$ cat src/ltok_pkg.sv
`default_nettype none

package ltok_pkg;

   // Width of the line and column counters; both saturate at all ones
   localparam int POS_BITS = 16;
   localparam logic [POS_BITS-1:0] POS_MAX = '1;
   localparam logic [POS_BITS-1:0] POS_ONE = POS_BITS'(1);

   // Fixed field widths of the channels
   localparam int CHAR_BITS  = 8;
   localparam int KIND_BITS  = 4;
   localparam int STAT_BITS  = 3;
   localparam int FIELD_BITS = 16;

   // Configuration port
   localparam int CSR_ADDR_BITS = 3;
   localparam int CSR_DATA_BITS = 32;
   localparam logic REG_START_LINE   = 1'b0;
   localparam logic REG_START_COLUMN = 1'b1;
   localparam logic [FIELD_BITS-1:0] START_RESET = FIELD_BITS'(1);

   // Queue between front and back
   localparam int QUEUE_DEPTH    = 4;
   localparam int QUEUE_PTR_BITS = $clog2(QUEUE_DEPTH);
   localparam int QUEUE_CNT_BITS = $clog2(QUEUE_DEPTH + 1);

   // Character codes
   localparam logic [7:0] CH_TAB    = 8'h09;
   localparam logic [7:0] CH_LF     = 8'h0A;
   localparam logic [7:0] CH_VT     = 8'h0B;
   localparam logic [7:0] CH_FF     = 8'h0C;
   localparam logic [7:0] CH_CR     = 8'h0D;
   localparam logic [7:0] CH_SPACE  = 8'h20;
   localparam logic [7:0] CH_BANG   = 8'h21;
   localparam logic [7:0] CH_HASH   = 8'h23;
   localparam logic [7:0] CH_AMP    = 8'h26;
   localparam logic [7:0] CH_LPAREN = 8'h28;
   localparam logic [7:0] CH_RPAREN = 8'h29;
   localparam logic [7:0] CH_PLUS   = 8'h2B;
   localparam logic [7:0] CH_DASH   = 8'h2D;
   localparam logic [7:0] CH_COLON  = 8'h3A;
   localparam logic [7:0] CH_SEMI   = 8'h3B;
   localparam logic [7:0] CH_LT     = 8'h3C;
   localparam logic [7:0] CH_EQ     = 8'h3D;
   localparam logic [7:0] CH_GT     = 8'h3E;
   localparam logic [7:0] CH_UP_A   = 8'h41;
   localparam logic [7:0] CH_UP_X   = 8'h58;
   localparam logic [7:0] CH_UP_Z   = 8'h5A;
   localparam logic [7:0] CH_BSLASH = 8'h5C;
   localparam logic [7:0] CH_CARET  = 8'h5E;
   localparam logic [7:0] CH_LO_A   = 8'h61;
   localparam logic [7:0] CH_LO_V   = 8'h76;
   localparam logic [7:0] CH_LO_X   = 8'h78;
   localparam logic [7:0] CH_LO_Z   = 8'h7A;
   localparam logic [7:0] CH_LBRACE = 8'h7B;
   localparam logic [7:0] CH_BAR    = 8'h7C;
   localparam logic [7:0] CH_RBRACE = 8'h7D;
   localparam logic [7:0] CH_TILDE  = 8'h7E;
   localparam logic [7:0] CH_NONE   = 8'h00;

   typedef enum logic [3:0] {
      PFX_IDLE, PFX_AMP, PFX_BAR, PFX_DASH, PFX_LT,
      PFX_LTDASH, PFX_EQ, PFX_BSL, PFX_COMMENT
   } prefix_type;

   typedef enum logic [KIND_BITS-1:0] {
      TOK_END, TOK_AND, TOK_OR, TOK_XOR, TOK_THEN, TOK_NOT, TOK_EQ, TOK_COLON,
      TOK_LPAREN, TOK_RPAREN, TOK_LBRACE, TOK_RBRACE, TOK_EOL, TOK_SYM, TOK_ERROR
   } kind_type;

   typedef enum logic [STAT_BITS-1:0] {
      ST_OK, ST_BSL_END, ST_END_IN_TOKEN, ST_BAD_AFTER_LT,
      ST_BAD_AFTER_LTDASH, ST_BAD_ESCAPE, ST_UNKNOWN
   } status_type;

   typedef struct packed {
      kind_type              kind;
      status_type            status;
      logic [CHAR_BITS-1:0]  letter;
      logic [POS_BITS-1:0]   line;
      logic [POS_BITS-1:0]   column;
   } token_type;

   // One queue entry holds every token that one input transaction causes
   typedef struct packed {
      logic      two;
      token_type tok0;
      token_type tok1;
   } entry_type;

   typedef struct packed {
      logic                  load_line;
      logic                  load_column;
      logic [FIELD_BITS-1:0] value;
   } cfg_load_type;

   function automatic logic [POS_BITS-1:0] sat_inc(input logic [POS_BITS-1:0] v);
      if (v == POS_MAX) begin
         return v;
      end else begin
         return v + POS_ONE;
      end
   endfunction

   function automatic logic [POS_BITS-1:0] clamp_pos(input logic [FIELD_BITS-1:0] v);
      if (32'(v) > 32'(POS_MAX)) begin
         return POS_MAX;
      end else begin
         return POS_BITS'(v);
      end
   endfunction

   function automatic logic is_letter(input logic [CHAR_BITS-1:0] c);
      return ((c >= CH_UP_A) && (c <= CH_UP_Z)) || ((c >= CH_LO_A) && (c <= CH_LO_Z));
   endfunction

   function automatic token_type make_tok(input kind_type kind, input status_type status,
                                          input logic [CHAR_BITS-1:0] letter,
                                          input logic [POS_BITS-1:0] line,
                                          input logic [POS_BITS-1:0] column);
      token_type t;
      t.kind   = kind;
      t.status = status;
      t.letter = letter;
      t.line   = line;
      t.column = column;
      return t;
   endfunction

endpackage

`default_nettype wire

$ cat src/ltok_req_if.sv
`default_nettype none

interface ltok_req_if import ltok_pkg::*; ();
   logic                 valid;
   logic                 ready;
   logic [CHAR_BITS-1:0] char_code;
   logic                 end_of_input;

   modport source (output valid, char_code, end_of_input, input ready);
   modport sink   (input valid, char_code, end_of_input, output ready);
endinterface

`default_nettype wire

$ cat src/ltok_rsp_if.sv
`default_nettype none

interface ltok_rsp_if import ltok_pkg::*; ();
   logic                  valid;
   logic                  ready;
   logic [KIND_BITS-1:0]  token_kind;
   logic [STAT_BITS-1:0]  status;
   logic [CHAR_BITS-1:0]  symbol_letter;
   logic [FIELD_BITS-1:0] line_number;
   logic [FIELD_BITS-1:0] column_number;
   logic                  last;

   modport source (output valid, token_kind, status, symbol_letter, line_number,
                   column_number, last, input ready);
   modport sink   (input valid, token_kind, status, symbol_letter, line_number,
                   column_number, last, output ready);
endinterface

`default_nettype wire

$ cat src/logic_expression_tokenizer.sv
// An accepted byte's tokens are registered in the queue, then in the output register.
// Throughput: one byte per cycle while the queue has room; a byte yielding two tokens
// holds the output stage for both, absorbed by a four-entry queue between tokenizer
// and output. Bytes that give no token (blanks, comments, prefixes) emit nothing.
// Reset (synchronous): start registers and both counters to 1, no prefix pending,
// end and error flags clear, queue and output stage empty.
`default_nettype none

module logic_expression_tokenizer import ltok_pkg::*; (
   input  wire logic                     clock,
   input  wire logic                     reset,
   ltok_req_if.sink                      req_chan,
   ltok_rsp_if.source                    rsp_chan,
   input  wire logic                     psel,
   input  wire logic                     penable,
   input  wire logic                     pwrite,
   input  wire logic [CSR_ADDR_BITS-1:0] paddr,
   input  wire logic [CSR_DATA_BITS-1:0] pwdata,
   output      logic [CSR_DATA_BITS-1:0] prdata,
   output      logic                     pready
);

   cfg_load_type cfg;
   logic         push_valid;
   logic         push_ready;
   entry_type    push_data;
   logic         pop_valid;
   logic         pop_ready;
   entry_type    pop_data;

   ltok_csr u_csr (
      .clock   (clock),
      .reset   (reset),
      .psel    (psel),
      .penable (penable),
      .pwrite  (pwrite),
      .paddr   (paddr),
      .pwdata  (pwdata),
      .prdata  (prdata),
      .pready  (pready),
      .cfg     (cfg)
   );

   ltok_front u_front (
      .clock      (clock),
      .reset      (reset),
      .req_chan   (req_chan),
      .cfg        (cfg),
      .push_valid (push_valid),
      .push_ready (push_ready),
      .push_data  (push_data)
   );

   ltok_queue u_queue (
      .clock      (clock),
      .reset      (reset),
      .push_valid (push_valid),
      .push_ready (push_ready),
      .push_data  (push_data),
      .pop_valid  (pop_valid),
      .pop_ready  (pop_ready),
      .pop_data   (pop_data)
   );

   ltok_back u_back (
      .clock     (clock),
      .reset     (reset),
      .pop_valid (pop_valid),
      .pop_ready (pop_ready),
      .pop_data  (pop_data),
      .rsp_chan  (rsp_chan)
   );

endmodule

`default_nettype wire

$ cat src/ltok_csr.sv
`default_nettype none

module ltok_csr import ltok_pkg::*; (
   input  wire logic                     clock,
   input  wire logic                     reset,
   input  wire logic                     psel,
   input  wire logic                     penable,
   input  wire logic                     pwrite,
   input  wire logic [CSR_ADDR_BITS-1:0] paddr,
   input  wire logic [CSR_DATA_BITS-1:0] pwdata,
   output      logic [CSR_DATA_BITS-1:0] prdata,
   output      logic                     pready,
   output      cfg_load_type             cfg
);

   logic [FIELD_BITS-1:0] start_line_ff, start_line_in;
   logic [FIELD_BITS-1:0] start_column_ff, start_column_in;
   logic                  wr_en;
   logic                  reg_sel;

   assign pready  = 1'b1;
   assign wr_en   = psel && penable && pwrite;
   assign reg_sel = paddr[2];

   // Register writes; a write also reloads the matching position counter
   always_comb begin
      start_line_in   = start_line_ff;
      start_column_in = start_column_ff;
      cfg.load_line   = 1'b0;
      cfg.load_column = 1'b0;
      cfg.value       = pwdata[FIELD_BITS-1:0];
      if (wr_en) begin
         case (reg_sel)
            REG_START_LINE: begin
               start_line_in = pwdata[FIELD_BITS-1:0];
               cfg.load_line = 1'b1;
            end
            REG_START_COLUMN: begin
               start_column_in = pwdata[FIELD_BITS-1:0];
               cfg.load_column = 1'b1;
            end
            default: begin
            end
         endcase
      end
   end

   // Read mux
   always_comb begin
      case (reg_sel)
         REG_START_LINE:   prdata = CSR_DATA_BITS'(start_line_ff);
         REG_START_COLUMN: prdata = CSR_DATA_BITS'(start_column_ff);
         default:          prdata = '0;
      endcase
   end

   always_ff @(posedge clock) begin
      if (reset) begin
         start_line_ff   <= START_RESET;
         start_column_ff <= START_RESET;
      end else begin
         start_line_ff   <= start_line_in;
         start_column_ff <= start_column_in;
      end
   end

endmodule

`default_nettype wire

$ cat src/ltok_front.sv
`default_nettype none

module ltok_front import ltok_pkg::*; (
   input  wire logic         clock,
   input  wire logic         reset,
   ltok_req_if.sink          req_chan,
   input  wire cfg_load_type cfg,
   output      logic         push_valid,
   input  wire logic         push_ready,
   output      entry_type    push_data
);

   prefix_type          prefix_ff, prefix_in;
   logic [POS_BITS-1:0] line_ff, line_in;
   logic [POS_BITS-1:0] col_ff, col_in;
   logic                finished_ff, finished_in;
   logic                failed_ff, failed_in;

   logic                 accept;
   logic [CHAR_BITS-1:0] c;
   logic                 eoi;
   logic [POS_BITS-1:0]  col_a;

   // Fresh-byte decode
   logic                 fr_emit;
   kind_type             fr_kind;
   status_type           fr_status;
   logic [CHAR_BITS-1:0] fr_letter;
   prefix_type           fr_prefix;
   logic                 fr_newline;
   logic [POS_BITS-1:0]  fr_line;
   logic [POS_BITS-1:0]  fr_col;
   token_type            fr_tok;

   // Pair prefix parameters
   logic [CHAR_BITS-1:0] pair_second;
   kind_type             pair_long;
   kind_type             pair_short;

   // Per-transaction outcome
   prefix_type          prefix_v;
   logic [POS_BITS-1:0] line_v;
   logic [POS_BITS-1:0] col_v;
   logic                any_v;
   logic                two_v;
   token_type           tok0_v;
   token_type           tok1_v;

   assign c              = req_chan.char_code;
   assign eoi            = req_chan.end_of_input;
   assign req_chan.ready = push_ready;
   assign accept         = req_chan.valid && push_ready;
   assign col_a          = sat_inc(col_ff);

   // Classify a byte seen with no prefix pending
   always_comb begin
      fr_emit    = 1'b1;
      fr_kind    = TOK_ERROR;
      fr_status  = ST_OK;
      fr_letter  = CH_NONE;
      fr_prefix  = PFX_IDLE;
      fr_newline = 1'b0;
      case (c) inside
         CH_CARET:                  fr_kind = TOK_AND;
         CH_AMP:                    begin fr_emit = 1'b0; fr_prefix = PFX_AMP; end
         CH_LO_V:                   fr_kind = TOK_OR;
         CH_BAR:                    begin fr_emit = 1'b0; fr_prefix = PFX_BAR; end
         CH_LO_X, CH_UP_X, CH_PLUS: fr_kind = TOK_XOR;
         CH_DASH:                   begin fr_emit = 1'b0; fr_prefix = PFX_DASH; end
         CH_BANG, CH_TILDE:         fr_kind = TOK_NOT;
         CH_LT:                     begin fr_emit = 1'b0; fr_prefix = PFX_LT; end
         CH_EQ:                     begin fr_emit = 1'b0; fr_prefix = PFX_EQ; end
         CH_COLON:                  fr_kind = TOK_COLON;
         CH_LPAREN:                 fr_kind = TOK_LPAREN;
         CH_RPAREN:                 fr_kind = TOK_RPAREN;
         CH_LBRACE:                 fr_kind = TOK_LBRACE;
         CH_RBRACE:                 fr_kind = TOK_RBRACE;
         CH_LF:                     begin fr_kind = TOK_EOL; fr_newline = 1'b1; end
         CH_SEMI:                   fr_kind = TOK_EOL;
         CH_HASH:                   begin fr_emit = 1'b0; fr_prefix = PFX_COMMENT; end
         CH_BSLASH:                 begin fr_emit = 1'b0; fr_prefix = PFX_BSL; end
         CH_SPACE, CH_TAB, CH_VT, CH_FF, CH_CR: fr_emit = 1'b0;
         [CH_UP_A:CH_UP_Z], [CH_LO_A:CH_LO_Z]: begin
            fr_kind   = TOK_SYM;
            fr_letter = c;
         end
         default: begin
            fr_kind   = TOK_ERROR;
            fr_status = ST_UNKNOWN;
            fr_letter = c;
         end
      endcase
   end

   assign fr_line = fr_newline ? sat_inc(line_ff) : line_ff;
   assign fr_col  = fr_newline ? '0 : col_a;
   assign fr_tok  = make_tok(fr_kind, fr_status, fr_letter, fr_line, fr_col);

   // Second byte and token kinds of the two-byte operators
   always_comb begin
      case (prefix_ff)
         PFX_AMP:  begin pair_second = CH_AMP;  pair_long = TOK_AND;  pair_short = TOK_AND; end
         PFX_BAR:  begin pair_second = CH_BAR;  pair_long = TOK_OR;   pair_short = TOK_OR;  end
         PFX_EQ:   begin pair_second = CH_EQ;   pair_long = TOK_EQ;   pair_short = TOK_EQ;  end
         PFX_DASH: begin pair_second = CH_GT;   pair_long = TOK_THEN; pair_short = TOK_NOT; end
         default:  begin pair_second = CH_NONE; pair_long = TOK_END;  pair_short = TOK_END; end
      endcase
   end

   // Token generation for one transaction
   always_comb begin
      prefix_v = prefix_ff;
      line_v   = line_ff;
      col_v    = col_ff;
      any_v    = 1'b0;
      two_v    = 1'b0;
      tok0_v   = '0;
      tok1_v   = '0;
      if (failed_ff) begin
         any_v = 1'b0;
      end else if (finished_ff) begin
         any_v  = 1'b1;
         tok0_v = make_tok(TOK_END, ST_OK, CH_NONE, line_ff, col_ff);
      end else begin
         case (prefix_ff)
            PFX_AMP, PFX_BAR, PFX_EQ, PFX_DASH: begin
               prefix_v = PFX_IDLE;
               any_v    = 1'b1;
               if (eoi) begin
                  two_v  = 1'b1;
                  tok0_v = make_tok(pair_short, ST_OK, CH_NONE, line_ff, col_ff);
                  tok1_v = make_tok(TOK_END, ST_OK, CH_NONE, line_ff, col_ff);
               end else if (c == pair_second) begin
                  col_v  = col_a;
                  tok0_v = make_tok(pair_long, ST_OK, CH_NONE, line_ff, col_a);
               end else begin
                  // lookahead rejected: short token, then the byte again
                  tok0_v   = make_tok(pair_short, ST_OK, CH_NONE, line_ff, col_ff);
                  prefix_v = fr_prefix;
                  line_v   = fr_line;
                  col_v    = fr_col;
                  two_v    = fr_emit;
                  tok1_v   = fr_tok;
               end
            end
            PFX_LT: begin
               prefix_v = PFX_IDLE;
               col_v    = col_a;
               if (eoi) begin
                  any_v  = 1'b1;
                  tok0_v = make_tok(TOK_ERROR, ST_END_IN_TOKEN, CH_NONE, line_ff, col_a);
               end else if (c == CH_DASH) begin
                  prefix_v = PFX_LTDASH;
               end else begin
                  any_v  = 1'b1;
                  tok0_v = make_tok(TOK_ERROR, ST_BAD_AFTER_LT, c, line_ff, col_a);
               end
            end
            PFX_LTDASH: begin
               prefix_v = PFX_IDLE;
               col_v    = col_a;
               any_v    = 1'b1;
               if (eoi) begin
                  tok0_v = make_tok(TOK_ERROR, ST_END_IN_TOKEN, CH_NONE, line_ff, col_a);
               end else if (c == CH_GT) begin
                  tok0_v = make_tok(TOK_EQ, ST_OK, CH_NONE, line_ff, col_a);
               end else begin
                  tok0_v = make_tok(TOK_ERROR, ST_BAD_AFTER_LTDASH, c, line_ff, col_a);
               end
            end
            PFX_BSL: begin
               prefix_v = PFX_IDLE;
               col_v    = col_a;
               if (eoi) begin
                  any_v  = 1'b1;
                  tok0_v = make_tok(TOK_END, ST_BSL_END, CH_NONE, line_ff, col_a);
               end else if (c == CH_LF) begin
                  line_v = sat_inc(line_ff);
                  col_v  = '0;
               end else if (is_letter(c)) begin
                  any_v  = 1'b1;
                  tok0_v = make_tok(TOK_SYM, ST_OK, c, line_ff, col_a);
               end else begin
                  any_v  = 1'b1;
                  tok0_v = make_tok(TOK_ERROR, ST_BAD_ESCAPE, c, line_ff, col_a);
               end
            end
            PFX_COMMENT: begin
               col_v = col_a;
               if (eoi) begin
                  // line counted, column restarts at one
                  prefix_v = PFX_IDLE;
                  line_v   = sat_inc(line_ff);
                  col_v    = POS_ONE;
                  any_v    = 1'b1;
                  tok0_v   = make_tok(TOK_END, ST_OK, CH_NONE, sat_inc(line_ff), POS_ONE);
               end else if (c == CH_LF) begin
                  prefix_v = PFX_IDLE;
                  line_v   = sat_inc(line_ff);
                  col_v    = '0;
               end
            end
            default: begin
               prefix_v = PFX_IDLE;
               if (eoi) begin
                  col_v  = col_a;
                  any_v  = 1'b1;
                  tok0_v = make_tok(TOK_END, ST_OK, CH_NONE, line_ff, col_a);
               end else begin
                  prefix_v = fr_prefix;
                  line_v   = fr_line;
                  col_v    = fr_col;
                  any_v    = fr_emit;
                  tok0_v   = fr_tok;
               end
            end
         endcase
      end
   end

   // Next state; a configuration write reloads its counter
   always_comb begin
      prefix_in   = prefix_ff;
      line_in     = line_ff;
      col_in      = col_ff;
      finished_in = finished_ff;
      failed_in   = failed_ff;
      if (accept) begin
         prefix_in   = prefix_v;
         line_in     = line_v;
         col_in      = col_v;
         finished_in = finished_ff || (any_v && (tok0_v.kind == TOK_END))
                       || (two_v && (tok1_v.kind == TOK_END));
         failed_in   = failed_ff || (any_v && (tok0_v.kind == TOK_ERROR))
                       || (two_v && (tok1_v.kind == TOK_ERROR));
      end
      if (cfg.load_line) begin
         line_in = clamp_pos(cfg.value);
      end
      if (cfg.load_column) begin
         col_in = clamp_pos(cfg.value);
      end
   end

   assign push_valid     = req_chan.valid && any_v;
   assign push_data.two  = two_v;
   assign push_data.tok0 = tok0_v;
   assign push_data.tok1 = tok1_v;

   always_ff @(posedge clock) begin
      if (reset) begin
         prefix_ff   <= PFX_IDLE;
         line_ff     <= clamp_pos(START_RESET);
         col_ff      <= clamp_pos(START_RESET);
         finished_ff <= 1'b0;
         failed_ff   <= 1'b0;
      end else begin
         prefix_ff   <= prefix_in;
         line_ff     <= line_in;
         col_ff      <= col_in;
         finished_ff <= finished_in;
         failed_ff   <= failed_in;
      end
   end

   // An error is sticky
   a_failed_sticky: assert property (@(posedge clock) disable iff (reset)
      failed_ff |=> failed_ff)
      else $error("failed flag cleared without reset");

   // After an end token no error can follow, and the reverse
   a_end_err_exclusive: assert property (@(posedge clock) disable iff (reset)
      !(finished_ff && failed_ff))
      else $error("finished and failed both set");

endmodule

`default_nettype wire

$ cat src/ltok_queue.sv
`default_nettype none

module ltok_queue import ltok_pkg::*; (
   input  wire logic      clock,
   input  wire logic      reset,
   input  wire logic      push_valid,
   output      logic      push_ready,
   input  wire entry_type push_data,
   output      logic      pop_valid,
   input  wire logic      pop_ready,
   output      entry_type pop_data
);

   entry_type                 mem [QUEUE_DEPTH];
   logic [QUEUE_PTR_BITS-1:0] wr_ptr_ff, wr_ptr_in;
   logic [QUEUE_PTR_BITS-1:0] rd_ptr_ff, rd_ptr_in;
   logic [QUEUE_CNT_BITS-1:0] count_ff, count_in;
   logic                      do_push;
   logic                      do_pop;

   assign push_ready = (count_ff != QUEUE_CNT_BITS'(QUEUE_DEPTH));
   assign pop_valid  = (count_ff != '0);
   assign pop_data   = mem[rd_ptr_ff];
   assign do_push    = push_valid && push_ready;
   assign do_pop     = pop_valid && pop_ready;

   // Pointer and fill count update
   always_comb begin
      wr_ptr_in = do_push ? wr_ptr_ff + QUEUE_PTR_BITS'(1) : wr_ptr_ff;
      rd_ptr_in = do_pop ? rd_ptr_ff + QUEUE_PTR_BITS'(1) : rd_ptr_ff;
      count_in  = count_ff;
      if (do_push && !do_pop) begin
         count_in = count_ff + QUEUE_CNT_BITS'(1);
      end else if (!do_push && do_pop) begin
         count_in = count_ff - QUEUE_CNT_BITS'(1);
      end
   end

   always_ff @(posedge clock) begin
      if (do_push) begin
         mem[wr_ptr_ff] <= push_data;
      end
   end

   always_ff @(posedge clock) begin
      if (reset) begin
         wr_ptr_ff <= '0;
         rd_ptr_ff <= '0;
         count_ff  <= '0;
      end else begin
         wr_ptr_ff <= wr_ptr_in;
         rd_ptr_ff <= rd_ptr_in;
         count_ff  <= count_in;
      end
   end

   a_count_bound: assert property (@(posedge clock) disable iff (reset)
      count_ff <= QUEUE_CNT_BITS'(QUEUE_DEPTH))
      else $error("queue fill count beyond depth");

   // Pointers stay apart by the fill count, modulo the queue depth
   a_ptr_count: assert property (@(posedge clock) disable iff (reset)
      (wr_ptr_ff - rd_ptr_ff) == count_ff[QUEUE_PTR_BITS-1:0])
      else $error("queue pointers disagree with fill count");

endmodule

`default_nettype wire

$ cat src/ltok_back.sv
`default_nettype none

module ltok_back import ltok_pkg::*; (
   input  wire logic      clock,
   input  wire logic      reset,
   input  wire logic      pop_valid,
   output      logic      pop_ready,
   input  wire entry_type pop_data,
   ltok_rsp_if.source     rsp_chan
);

   logic      out_valid_ff, out_valid_in;
   logic      sub_ff, sub_in;
   token_type out_tok_ff;
   logic      out_last_ff;
   logic      load;
   logic      issue;
   logic      is_last;
   token_type sel_tok;

   // Output register loads when empty or being taken
   assign load      = !out_valid_ff || rsp_chan.ready;
   assign issue     = load && pop_valid;
   assign is_last   = !pop_data.two || sub_ff;
   assign sel_tok   = sub_ff ? pop_data.tok1 : pop_data.tok0;
   assign pop_ready = load && is_last;

   always_comb begin
      out_valid_in = load ? pop_valid : out_valid_ff;
      sub_in       = issue ? (pop_data.two && !sub_ff) : sub_ff;
   end

   always_ff @(posedge clock) begin
      if (issue) begin
         out_tok_ff  <= sel_tok;
         out_last_ff <= is_last;
      end
   end

   always_ff @(posedge clock) begin
      if (reset) begin
         out_valid_ff <= 1'b0;
         sub_ff       <= 1'b0;
      end else begin
         out_valid_ff <= out_valid_in;
         sub_ff       <= sub_in;
      end
   end

   assign rsp_chan.valid         = out_valid_ff;
   assign rsp_chan.token_kind    = out_tok_ff.kind;
   assign rsp_chan.status        = out_tok_ff.status;
   assign rsp_chan.symbol_letter = out_tok_ff.letter;
   assign rsp_chan.line_number   = FIELD_BITS'(out_tok_ff.line);
   assign rsp_chan.column_number = FIELD_BITS'(out_tok_ff.column);
   assign rsp_chan.last          = out_last_ff;

   // Second token pending only while a two-token entry heads the queue
   a_sub_has_entry: assert property (@(posedge clock) disable iff (reset)
      sub_ff |-> (pop_valid && pop_data.two))
      else $error("second-token flag without a two-token entry");

   // The second token of an entry follows its first directly
   a_pair_follows: assert property (@(posedge clock) disable iff (reset)
      (rsp_chan.valid && rsp_chan.ready && !rsp_chan.last) |=> rsp_chan.valid)
      else $error("second token did not follow the first");

endmodule

`default_nettype wire

$ cat src/flat_wrapper.sv
// flat-port wrapper written by rule: the top's interface ports become plain ports
module logic_expression_tokenizer_flat import ltok_pkg::*;
  (clock, reset, psel, penable, pwrite, paddr, pwdata, prdata, pready, req_chan_valid, req_chan_char_code, req_chan_end_of_input, req_chan_ready, rsp_chan_valid, rsp_chan_token_kind, rsp_chan_status, rsp_chan_symbol_letter, rsp_chan_line_number, rsp_chan_column_number, rsp_chan_last, rsp_chan_ready);
  ltok_req_if req_chan_i ();
  ltok_rsp_if rsp_chan_i ();
  input  wire logic clock;
  input  wire logic reset;
  input  wire logic psel;
  input  wire logic penable;
  input  wire logic pwrite;
  input  wire logic [CSR_ADDR_BITS-1:0] paddr;
  input  wire logic [CSR_DATA_BITS-1:0] pwdata;
  output      logic [CSR_DATA_BITS-1:0] prdata;
  output      logic pready;
  input wire logic [$bits(req_chan_i.valid)-1:0] req_chan_valid;
  input wire logic [$bits(req_chan_i.char_code)-1:0] req_chan_char_code;
  input wire logic [$bits(req_chan_i.end_of_input)-1:0] req_chan_end_of_input;
  output wire logic [$bits(req_chan_i.ready)-1:0] req_chan_ready;
  output wire logic [$bits(rsp_chan_i.valid)-1:0] rsp_chan_valid;
  output wire logic [$bits(rsp_chan_i.token_kind)-1:0] rsp_chan_token_kind;
  output wire logic [$bits(rsp_chan_i.status)-1:0] rsp_chan_status;
  output wire logic [$bits(rsp_chan_i.symbol_letter)-1:0] rsp_chan_symbol_letter;
  output wire logic [$bits(rsp_chan_i.line_number)-1:0] rsp_chan_line_number;
  output wire logic [$bits(rsp_chan_i.column_number)-1:0] rsp_chan_column_number;
  output wire logic [$bits(rsp_chan_i.last)-1:0] rsp_chan_last;
  input wire logic [$bits(rsp_chan_i.ready)-1:0] rsp_chan_ready;
  assign req_chan_i.valid = req_chan_valid;
  assign req_chan_i.char_code = req_chan_char_code;
  assign req_chan_i.end_of_input = req_chan_end_of_input;
  assign req_chan_ready = req_chan_i.ready;
  assign rsp_chan_valid = rsp_chan_i.valid;
  assign rsp_chan_token_kind = rsp_chan_i.token_kind;
  assign rsp_chan_status = rsp_chan_i.status;
  assign rsp_chan_symbol_letter = rsp_chan_i.symbol_letter;
  assign rsp_chan_line_number = rsp_chan_i.line_number;
  assign rsp_chan_column_number = rsp_chan_i.column_number;
  assign rsp_chan_last = rsp_chan_i.last;
  assign rsp_chan_i.ready = rsp_chan_ready;
  logic_expression_tokenizer u_core (.clock(clock), .reset(reset), .req_chan(req_chan_i), .rsp_chan(rsp_chan_i), .psel(psel), .penable(penable), .pwrite(pwrite), .paddr(paddr), .pwdata(pwdata), .prdata(prdata), .pready(pready));
endmodule
$ cat config.mk
export PLATFORM = sky130hd
export DESIGN_NAME = logic_expression_tokenizer_flat
export DESIGN_NICKNAME = d
export VERILOG_FILES = /design/src/ltok_pkg.sv /design/src/ltok_req_if.sv /design/src/ltok_rsp_if.sv /design/src/logic_expression_tokenizer.sv /design/src/ltok_csr.sv /design/src/ltok_front.sv /design/src/ltok_queue.sv /design/src/ltok_back.sv /design/src/flat_wrapper.sv
export SDC_FILE = /design/constraint.sdc
export NUM_CORES = 1
export LEC_CHECK = 0
export ABC_AREA = 1
export BUFFER_PORTS_ARGS = -buffer_cell sky130_fd_sc_hd__buf_4
export CORE_ASPECT_RATIO = 1.4
export CORE_MARGIN = 4
export CORE_UTILIZATION = 60
export CTS_CLUSTER_DIAMETER = 30
export CTS_CLUSTER_SIZE = 20
export DETAILED_ROUTE_END_ITERATION = 8
export PLACE_DENSITY = 0.79
export SYNTH_ARGS = -nofsm -noshare
export SYNTH_HDL_FRONTEND = slang
export SYNTH_SLANG_ARGS = --single-unit
export TNS_END_PERCENT = 1
$ cat constraint.sdc
create_clock -name clock -period 6.5 [get_ports clock]
set_input_delay 0.325 -clock clock [delete_from_list [all_inputs] [get_ports clock]]
set_output_delay 0.325 -clock clock [all_outputs]
set_load 0.02 [all_outputs]
# --- Word level (Yosys, flattened, before mapping) ---
# Memory sizes are Yosys's and may differ from the RTL's. A register that Yosys moved wholly into a read port is not among the register bits.
# Index checks and enable logic that the tools add are counted.
op_classes:
  addsub: 6
  n_lt_le_gt_ge: 4
  n_eq_ne: 52
  muxes: 192
  bitwise: 3
  reduce_logical: 48
ops:
  columns: ["cell", "n"]
  rows:
  - ["47-bit two-way mux", 17]
  - ["16-bit two-way mux", 24]
  - ["47-bit one-hot mux with 5 select lines", 1]
  - ["4-bit two-way mux", 39]
  - ["8-bit two-way mux", 19]
  - ["16-bit one-hot mux with 4 select lines", 2]
  - ["8-bit by 6-bit equality test with 1-bit output, second input constant", 13]
  - ["3-bit two-way mux", 25]
  - ["8-bit by 7-bit equality test with 1-bit output, second input constant", 9]
  - ["32-bit one-hot mux with 2 select lines", 1]
  - ["1-bit two-way mux", 51]
  - ["45-bit two-way mux", 1]
  - ["8-bit by 4-bit equality test with 1-bit output, second input constant", 5]
  - ["16-bit by 1-bit adder with 16-bit output, second input constant", 2]
  - ["16-bit equality test, second input constant", 2]
  - ["32-bit two-way mux", 1]
  - ["7-bit one-hot mux with 4 select lines", 1]
  - ["3-bit one-hot mux with 4 select lines", 2]
  - ["1-bit logical AND", 17]
  - ["4-bit by 3-bit equality test with 1-bit output, second input constant", 4]
  - ["8-bit by 7-bit greater-or-equal comparator with 1-bit output, second input constant", 2]
  - ["8-bit by 7-bit less-or-equal comparator with 1-bit output, second input constant", 2]
  - ["4-bit one-hot mux with 4 select lines", 1]
  - ["4-bit equality test, second input constant", 3]
  - ["other kinds (25)", 61]
totals:
  ff_bits: 127
  ramBits: 380
  input_bits: 51
  output_inout_bits: 83
  word_cells: 324
  memories: 1
memory_table:
  columns: ["name", "depth", "word_bits", "rd", "rd_clocked_by_memory_dff", "write_ports", "line", "source"]
  rows:
  - ["u_core.u_queue.mem", 4, 95, 1, 1, 1, "ltok_queue.sv:14", "entry_type mem [QUEUE_DEPTH];"]

# --- Depth between registers and ports, before layout ---
# Gate-level depths: netlist of the first run.
logic_depth:
  word_depth: 31
  ltp_mapped: 20
  ltp_nobuf: 19

# --- Modules after synthesis ---
# Synthesis of the first run repeated with hierarchy kept, for this count alone.
hier_totals:
  hier_cells: 2708
  hier_area_um2: 24995.2
modules_own_cells:
  columns: ["module", "n_inst", "cells_each", "area_per_inst_um2", "seq_area_each_um2"]
  rows:
  - ["ltok_queue", 1, 986, 14546.5, 11591.1]
  - ["ltok_front", 1, 1228, 6473.7, 760.7]
  - ["ltok_back", 1, 215, 2145.8, 1481.4]
  - ["ltok_csr", 1, 279, 1829.3, 640.6]

# --- Worst setup path after synthesis of the first run ---
# Ideal clock, no wire load.
synth_path:
  kind: "input port to flip-flop"
  start: "input port req_chan_char_code[1]"
  end: "memory u_core.u_queue.mem[0][0] in the netlist's numbering (enable)"
  setup_ns: 0.546
  arrival_ns: 5.477
  required_time_ns: 5.954
  setup_slack_ns: 0.477
  path_stages: 13
  n_path_buf: 1
  path_cell_list: "buf_2 > inv_2 > nand2_1 > nor2_2 > nand2_2 > inv_1 > a21oi_1 > nand4_1 > nand2_1 > nand2_1 > a21oi_2 > nand2_1 > nor2_1"
synth_between:
  elab_chain_cells: 29
  word_cells_on_any_way: 60
  classes_between: "eq/ne: 26; mux: 29; reduce/logical: 5"
synth_rtl:
  columns: ["item", "line", "source"]
  rows:
  - ["from (decl)", "flat_wrapper.sv:16", "input wire logic [$bits(req_chan_i.char_code)-1:0] req_chan_char_code;"]
  - ["8-bit by 6-bit equality test with 1-bit output (no line) / 8-bit by 4-bit equality test with 1-bit output (equally long branches)", null, null]
  - ["5-bit OR reduction", "ltok_front.sv:63", "case (c) inside"]
  - ["1-bit two-way mux (19 in a row)", "ltok_front.sv:63", null]
  - ["1-bit two-way mux", "ltok_front.sv:205", "if (eoi) begin"]
  - ["1-bit one-hot mux with 4 select lines (*)", "ltok_front.sv:125", "case (prefix_ff)"]
  - ["1-bit two-way mux (*)", "ltok_front.sv:121", "end else if (finished_ff) begin"]
  - ["1-bit two-way mux (*)", "ltok_front.sv:119", "if (failed_ff) begin"]
  - ["1-bit logical AND (*)", "ltok_front.sv:245", "assign push_valid = req_chan.valid && any_v;"]
  - ["1-bit logical AND (*)", "ltok_queue.sv:24", "assign do_push = push_valid && push_ready;"]
  - ["1-bit two-way mux (*)", "ltok_queue.sv:40", "if (do_push) begin"]
  - ["1-bit two-way mux (implied by the code) (*)", "ltok_queue.sv:41", "mem[wr_ptr_ff] <= push_data;"]
  - ["to (decl)", "ltok_queue.sv:14", null]
# Every way passes the cells marked *; elsewhere a longest branch is shown, timed or not.

==> impl.org, run 1 <==
** Hold path
- Hold Crit Class :: in -> reg
- Beginning of the worst hold path :: pwdata[12]

** Worst setup path
- WP data required :: 6.80 ns
- R2r worst-path depth :: 10
- Launching element type of the critical path :: flip-flop
- The worst register-to-register path ends at u_core.u_queue.mem[2][55].
- Class of the most critical setup path :: reg -> reg
- Maximum fanout along the worst path :: 35
- Data arrives at the worst endpoint at 4.42 ns.
- Origin of the worst setup path :: u_core.u_front.prefix_ff[3]
- Timing endpoint of the critical path :: u_core.u_queue.mem[2][55]
- R2r startpoint :: u_core.u_front.prefix_ff[3]
- R2R Setup Slk :: 2.38 ns
- The worst setup path is captured at a flip-flop.

** Yosys
- Counting distinct cell types in the post-synthesis netlist gives 60.
- Counting flops and latches in the post-synthesis netlist gives 501.
- The Yosys step of the flow raised 0 warnings.
- The top cell type by area accounts for 52.7% of the synthesized area.
- For this run, asynchronously set or reset flops after synthesis account for 0%.
- The biggest area contributor in the post-synthesis netlist is sky130_fd_sc_hd__edfxtp_1.
- Count of flip-flops with a built-in enable after synthesis :: 420
- Sequential cells were found to cover 59.4% of the synthesized design area.
- In the synthesized netlist the dominant register cell turns out to be sky130_fd_sc_hd__edfxtp_1.
- Sorting the synthesized cells by area gives the leading types as sky130_fd_sc_hd__edfxtp_1 (53%), sky130_fd_sc_hd__nor2_1 (7.3%), sky130_fd_sc_hd__dfxtp_1 (6.8%).
- Syn Inst Count :: 2545
- The mapped netlist covers 23900 sq um.
- A synthesized cell averages 9.41 sq um.

** CTS
- Number of gates given a new drive strength after cts :: 0
- After clock tree synthesis, the flow added hold-fix buffers numbering 2.
- Total setup buffers inserted after CTS :: 0
- Reg clk slew, reported paths :: 0.06 ns
- Clock tree from TritonCTS :: yes
- Counting the buffers created by CTS gives 72.
- Clock latency on the worst-skew pair :: 0.61 ns
- The H-tree was split into 3 levels.
- CTS root buffer :: sky130_fd_sc_hd__clkbuf_16
- Sinks on Clock Net :: 501
- The clock passes through at most 3 buffers.

** Power and ir drop
- The analysis attributes to cell leakage a power of 10.3 nW.
- Internal power comes to 8.11 mW.
- Reported net switching power :: 4.85 mW
- Dividing total power by cell area gives a power density of 473 nW/um^2.
- Combinational cells account for 32.3% of the total power.
- Worst ir drop on vdd :: 0.000365 V
- The design draws 13.0 mW.
- Seq pwr share :: 38.1%
- In this run switching power makes up 37.4% of total power.
- Per report_power, the clock group accounts for 29.6% of the total.

** Placement
- Setup Slack @ Placement :: 2.51 ns
- Placer congestion estimate :: 0.899
- Buffers added on ports :: 98
- DP Wirelength :: 41.3 mm

** Floorplan
- Vertical die dimension :: 244 microns
- Total die area :: 43200 sq um
- After floorplanning, the core was divided into 86 placement rows.
- Horizontal die dimension :: 177 microns
- Effective utilization at floorplan :: 60.8%
- Floorplan core area :: 39400 sq um
- For this design the top-level I/O count stands at 134.

** Cells and area
- Antenna cells :: 0
- The multi-input combinational cells in the finished layout cover a total of 8440 sq um.
- Core utilization of the finished layout :: 69.6%
- In the final layout, the share of cells above drive strength 1 is 12.9%.
- Compared with the post-synthesis result, the final layout area differs by 14.4%.
- After filler insertion, the fill cell instance count of the layout stands at 2909.
- Across the whole layout, storage elements account for 14200 sq um.
- For this run, the post-layout net count is 2651.
- Leading cell type in the layout, fill and taps excluded :: sky130_fd_sc_hd__nor2_1
- Most frequent cells in the layout :: sky130_fd_sc_hd__nor2_1 (463), sky130_fd_sc_hd__edfxtp_1 (420), sky130_fd_sc_hd__nand2_1 (376)

** Outcome
- Outcome :: complete, no violations

** Global route
- The first global-routing pass estimated 99.6 mm of wire.
- After global routing the overflow that remains totals 0.
- The initial antenna violation count was 0.
- Entering global routing, the biggest net connects 115 pins.
- Global routing used 29.4% of the available tracks across all layers.
- The number of global-route vias before repair came to 18200.

** Timing
- Skew final :: 0.0304 ns
- Highest attainable clock frequency :: 243 MHz
- In this run the tightest slew margin relative to its limit is 21.4%.
- For the pin with the worst max-slew slack, the measured transition is 1.17 ns.
- Setup violations remaining at the end of the flow were counted as 0.
- Summed over all failing endpoints, the final setup total negative slack is 0 ns.
- Clock period minus final worst setup slack :: 4.12 ns
- Final-report hold violation count :: 0
- The number of max-slew violations in the final report was 0.
- Setup repair after global routing left no endpoint under its margin.
- Period Utilization, post-route :: 63.4%
- Worst Setup Slack, final :: 2.38 ns

** Route
- 1st-pass router iterations :: 6
- Total vias in the final route :: 19200
- Post-route antenna net violation count :: 0
- After detailed routing, the average wire length per cell comes to 20.5 microns.
- Remaining routing DRC violations :: 0
- Via-to-Cell Ratio :: 6.04
- Drt first-iter violations :: 2068
- Post-Route WL :: 65.0 mm

** Job
- The tool flagged a number of max-cap violations equal to 0.
## layout make-up
class                   count  area share, %
well taps                 528           2.41
multi-input cells        1729           30.8
repair buffers            122           3.63
inverters                 166           2.29
clock inverters            51           2.18
clock buffers              79           6.71
flip-flops and latches    501           52.0
## registers in the layout, summed over array words and instances (netlist names), 3 cells and up, named ones only
name	flops
u_core.u_back.rsp_chan.column_number	16
u_core.u_back.rsp_chan.line_number	16
u_core.u_back.rsp_chan.status	3
u_core.u_back.rsp_chan.symbol_letter	8
u_core.u_back.rsp_chan.token_kind	4
u_core.u_csr.start_column_ff	16
u_core.u_csr.start_line_ff	16
u_core.u_front.col_ff	16
u_core.u_front.line_ff	16
u_core.u_front.prefix_ff	4
u_core.u_queue.count_ff	3
u_core.u_queue.mem	372
## power groups by stage
| stage | logic, mW | clock network [mW] | registers [mW] |
|---|---|---|---|
| 4_1_cts | 4.13 | 3.88 | 4.94 |
| 5_1_grt | 4.56 | 4.03 | 4.99 |
| 3_3_place_gp | 3.94 | 0 | 4.96 |
| 2_1_floorplan | 2.58 | 0 | 5.14 |
| 3_5_place_dp | 4.09 | 0 | 4.99 |
| 6_report | 4.19 | 3.83 | 4.94 |
## critical path, cell delays in order, from the launching register on
cell	delay [ns]
sky130_fd_sc_hd__dfxtp_1	0.36
sky130_fd_sc_hd__nor2_2	0.20
sky130_fd_sc_hd__nand2_2	0.13
sky130_fd_sc_hd__nand2_4	0.28
sky130_fd_sc_hd__inv_2	0.15
sky130_fd_sc_hd__nand3_2	0.58
sky130_fd_sc_hd__clkinv_1	1.16
sky130_fd_sc_hd__a21oi_1	0.57
sky130_fd_sc_hd__o211ai_1	0.15
sky130_fd_sc_hd__nand2_1	0.10
sky130_fd_sc_hd__a21oi_1	0.14
## logic make-up (layout without fill, tap and decap cells)
| logic type | Yosys count | in the layout | share of synthesized area, % |
|---|---|---|---|
| AOI/OAI and AO/OA | 622 | 622 | 14.5 |
| xor gates and xnor gates | 23 | 23 | 0.904 |
| adders and majority gates | 8 | 8 | 0.449 |
| buffers and inverters | 330 | 418 | 5.73 |
| DFF | 501 | 501 | 59.4 |
| other | 2 | 17 | 0.0314 |
| and+or+nand+nor | 1059 | 1059 | 18.9 |
## synthesized netlist by cell type, types with 4 or more instances
cell and number:
sky130_fd_sc_hd__nor2_1 467, sky130_fd_sc_hd__edfxtp_1 420, sky130_fd_sc_hd__nand2_1 376, sky130_fd_sc_hd__o21ai_0 275, sky130_fd_sc_hd__inv_1 141, sky130_fd_sc_hd__a21oi_1 131
sky130_fd_sc_hd__nand3_1 124, sky130_fd_sc_hd__clkbuf_1 94, sky130_fd_sc_hd__dfxtp_1 81, sky130_fd_sc_hd__a31oi_1 73, sky130_fd_sc_hd__o22ai_1 54, sky130_fd_sc_hd__buf_2 31
sky130_fd_sc_hd__o21ai_1 23, sky130_fd_sc_hd__buf_4 20, sky130_fd_sc_hd__inv_2 20, sky130_fd_sc_hd__xor2_1 20, sky130_fd_sc_hd__a211oi_1 19, sky130_fd_sc_hd__buf_1 16
sky130_fd_sc_hd__o211ai_1 16, sky130_fd_sc_hd__nor3_1 15, sky130_fd_sc_hd__nand2_2 14, sky130_fd_sc_hd__nand4_1 14, sky130_fd_sc_hd__nor2_4 10, sky130_fd_sc_hd__ha_1 7
sky130_fd_sc_hd__nor2_2 7, sky130_fd_sc_hd__nor3_2 6, sky130_fd_sc_hd__o21ai_2 6, sky130_fd_sc_hd__nand3_2 5, sky130_fd_sc_hd__nor4_1 4
## per-stage QoR
step	cell area [sq um]	std cells	hold slack, ns
after floorplan	24000	2560	0.426
after global placement	24900	3044	0.440
after detailed placement	24900	3044	0.454
after CTS	27400	3176	0.00256
after global routing	27400	3176	0.0326
final	27400	3176	0.0300
## worst min-delay path by stage
stage                                       endpoint  slack (ns)  depth (start not counted)
floorplan            u_core.u_csr.start_column_ff[0]        0.43                          2
global placement     u_core.u_csr.start_column_ff[0]        0.44                          2
detailed placement  u_core.u_csr.start_column_ff[14]        0.45                          2
CTS                 u_core.u_csr.start_column_ff[12]       0.003                          3
global route        u_core.u_csr.start_column_ff[12]        0.03                          3
finish              u_core.u_csr.start_column_ff[12]        0.03                          3
## metal layers
layer	vias to the layer above	global-route usage (%)	routed length, microns
li1	8933	-	-
met1	9245	40.3	26200
met2	869	47.3	31100
met3	131	3.96	5140
met4	0	12.9	2560
met5	-	0	0
Power figures use the tool's default switching activity.
==> run 2, diff against run 1 <==
- clock period: 6.5 -> 4.3 ns (I/O delays scaled with it)
==> impl.org, run 2 (synthesis results as in run 1) <==
** CTS
- Buffers inserted during clock tree synthesis total 71.
- The later pin in the worst-skew pair is clocked with a latency of 0.60 ns.
- TritonCTS built the clock tree.
- # H-tree levels :: 3
- Reg clk slew, reported paths :: 0.06 ns
- CTS root buffer :: sky130_fd_sc_hd__clkbuf_16
- Sinks on Clock Net :: 501
- Maximum buffer depth of the clock tree :: 3

** Floorplan
- Once the floorplan was initialized, standard cells occupied 60.8% of the core.
- Measured along the x axis, the die boundary spans 177 microns.
- During I/O placement, the number of pins put on the boundary was 134.
- Row generation in the floorplan step produced 86 rows.
- Vertical die dimension :: 244 microns
- The core region is 39400 sq um.
- The floorplan step defined a die boundary enclosing 43200 sq um.

** Power and ir drop
- Reported net switching power :: 7.53 mW
- Share of total power in the clock network :: 30.0%
- VDD sags by at most 0.000506 V.
- Switching power share of the total :: 37.8%
- Internal Power :: 12.4 mW
- Seq pwr share :: 37.8%
- The analysis attributes to cell leakage a power of 10.4 nW.
- Total Power :: 19.9 mW
- Power per cell area :: 718 nW/um^2
- Gate power share :: 32.2%

** Route
- Drt first-iter violations :: 2479
- Routed wire length on met2 :: 32.2 mm
- The detailed router placed 19600 vias in this run.
- The first TritonRoute pass finished after 6 iterations.
- Via-to-Cell Ratio :: 6.12
- Average routed wire per standard cell :: 20.9 microns
- Met3 wire len :: 6.28 mm
- After detailed routing, the wire length on met1 is 26.2 mm.
- The count of nets left with antenna violations once routing finished came out at 0.
- Remaining routing DRC violations :: 0
- In this run the top signal layer used is met4.
- After detailed routing, the total wire length is 67.0 mm.

** Timing
- In this run the tightest slew margin relative to its limit is 27.9%.
- Static timing analysis puts the maximum clock frequency at 290 MHz.
- The number of max-slew violations in the final report is 0.
- The final number of hold-violating endpoints is 0.
- Clock period minus final worst setup slack :: 3.45 ns
- Of the available clock period, the critical path in the final layout requires 80.1%.
- Setup-failing EPs final :: 0
- For the pin with the worst max-slew slack, the measured transition is 1.08 ns.
- For the final database, setup skew stands at 0.0194 ns.
- Worst Hold Slack :: 0.0297 ns
- Setup repair after global routing missed its margin :: no

** Worst setup path
- Class of the most critical setup path :: reg -> reg
- Grouping stages by cell kind, the critical path spends the most delay in simple AND/OR/NAND/NOR gates.
- On the critical path, the stage with the largest delay is an instance of sky130_fd_sc_hd__fa_1.
- In this design, the critical path's most frequently occurring cell is sky130_fd_sc_hd__nand2_1.
- Number of buffers and inverters on the critical path :: 4
- At the worst endpoint, the required time is 4.77 ns.
- Maximum fanout along the worst path :: 9
- Data arrival time of the critical path :: 3.91 ns
- STA classifies the critical path endpoint as a flip-flop.
- The worst setup path is launched from a flip-flop.
- Across all register-to-register paths, the minimum setup slack is 0.85 ns.
- The signal on the critical path passes through inv_2 -> nor2_2 -> nand2_1 -> nor2_1 -> nand2_1 -> o21ai_0 -> inv_1 -> nand2_1 -> nand2_1 -> a21oi_2 -> nand2_1 -> inv_1 -> ha_1 -> inv_1 -> fa_1 -> a21oi_1 -> o21ai_0 -> o21ai_0 -> a21oi_1.
- The worst register-to-register path has a depth of 19.
- In this run the critical register-to-register path is launched from u_core.u_front.prefix_ff[2].
- Worst path max stage delay :: 0.39 ns
- The worst register-to-register path ends at u_core.u_queue.count_ff[2].

** Cells and area
- Fraction of final layout cells with drive strength greater than 1 :: 13.3%
- Most flops, register :: u_core.u_queue.mem
- After routing the design area is 27800 sq um.
- Largest register FFs :: 372
- The library cell used most frequently in the layout, excluding fill and tap cells, is sky130_fd_sc_hd__nor2_1.
- Post-layout net count :: 2673
- The top cell types in the final layout, fill and taps aside, are sky130_fd_sc_hd__nor2_1 (463), sky130_fd_sc_hd__edfxtp_1 (420), sky130_fd_sc_hd__nand2_1 (376).
- Area added between synthesis and finish :: 15.9%
- The filler cells instantiated in the layout total 2866.
- After the flow finishes, the layout carries non-filler instances totaling 3198.
- The repair_antennas step left the layout with diodes totalling 0.

** Placement
- Placed instance count :: 3053
- DP Wirelength :: 42.3 mm
- Buffers added on ports :: 98
- The congestion estimate from routability-driven global placement came to 0.944.
- The placed instances occupy a cell area of 25100 sq um.

** Global route
- The first global-routing pass estimated 103 mm of wire.
- Vias in the first global route :: 18900
- The total overflow left after global routing is 0.
- For this run, the total global-route usage over all layers was measured as 30.3%.
- The initial antenna violation count came to 0.
- Largest net degree at the start of global routing :: 185

** Outcome
- The flow ran to the end, and the final reports show no timing, DRC or antenna violations.

** Hold path
- The min-delay analysis places its worst path in the category in -> reg.
- The path with the worst hold slack has its endpoint at u_core.u_back.rsp_chan.valid.
- The worst hold path passes through 4 cells.
- Beginning of the worst hold path :: rsp_chan_ready

** Job
- Across the run, the number of max-cap violations was 0.
-- run 2: area by class of cell --
type                       count  area (sq um)  area share, %
clock buffer                  72          1800           6.49
clock inverter                57           719           2.59
inverter                     166           628           2.26
multi-input combinational   1729          8440           30.4
sequential                   501         14200           51.3
tap                          528           661           2.38
timing repair buffer         145          1270           4.56
-- run 2: what timing repair did --
action	in CTS	in global routing
setup buffers	0	0
hold endpoints to repair	26	0
resized for setup	0	0
setup endpoints to repair	0	0
hold buffers	16	0
-- run 2: per-stage QoR --
stage	setup slack [ns]	utilization, %	setup TNS [ns]
4_1_cts	0.898	70.5	0
3_3_place_gp	0.858	63.7	0
6_report	0.854	70.5	0
5_1_grt	0.534	70.5	0
3_5_place_dp	0.920	63.7	0
2_1_floorplan	-0.114	-	-42.31
-- run 2: power groups by stage --
stage	Combinational, mW	Sequential [mW]	Clock [mW]
6_report	6.41	7.54	5.97
5_1_grt	6.96	7.62	6.23
2_1_floorplan	3.91	7.72	0
3_5_place_dp	6.22	7.60	0
3_3_place_gp	6.00	7.55	0
4_1_cts	6.31	7.53	6.03
-- run 2: routing by layer --
metal | GRT usage [%] | vias up
met2 | 49.3 | 1126
met3 | 4.92 | 160
li1 | - | 8981
met4 | 12.2 | 0
met1 | 40.9 | 9316
met5 | 0 | -
-- run 2: tightest hold or removal path, cell delays in order --
cell	delay [ns]
sky130_fd_sc_hd__buf_4	0.08
sky130_fd_sc_hd__nor2_1	0.06
sky130_fd_sc_hd__o21ai_0	0.16
sky130_fd_sc_hd__inv_1	0.05
-- run 2: worst max-delay path by stage --
stage / from / to / cells after the start / slack, ns
finish: u_core.u_front.prefix_ff[2] / u_core.u_queue.count_ff[2] / 19 / 0.85
floorplan: u_core.u_front.prefix_ff[2] / u_core.u_queue.mem[0][0] / 12 / -0.11
CTS: u_core.u_front.prefix_ff[2] / u_core.u_queue.count_ff[2] / 19 / 0.90
detailed placement: req_chan_char_code[1] / u_core.u_queue.count_ff[2] / 20 / 0.92
global route: u_core.u_front.prefix_ff[2] / u_core.u_queue.count_ff[2] / 19 / 0.53
global placement: req_chan_char_code[1] / u_core.u_queue.count_ff[2] / 20 / 0.86
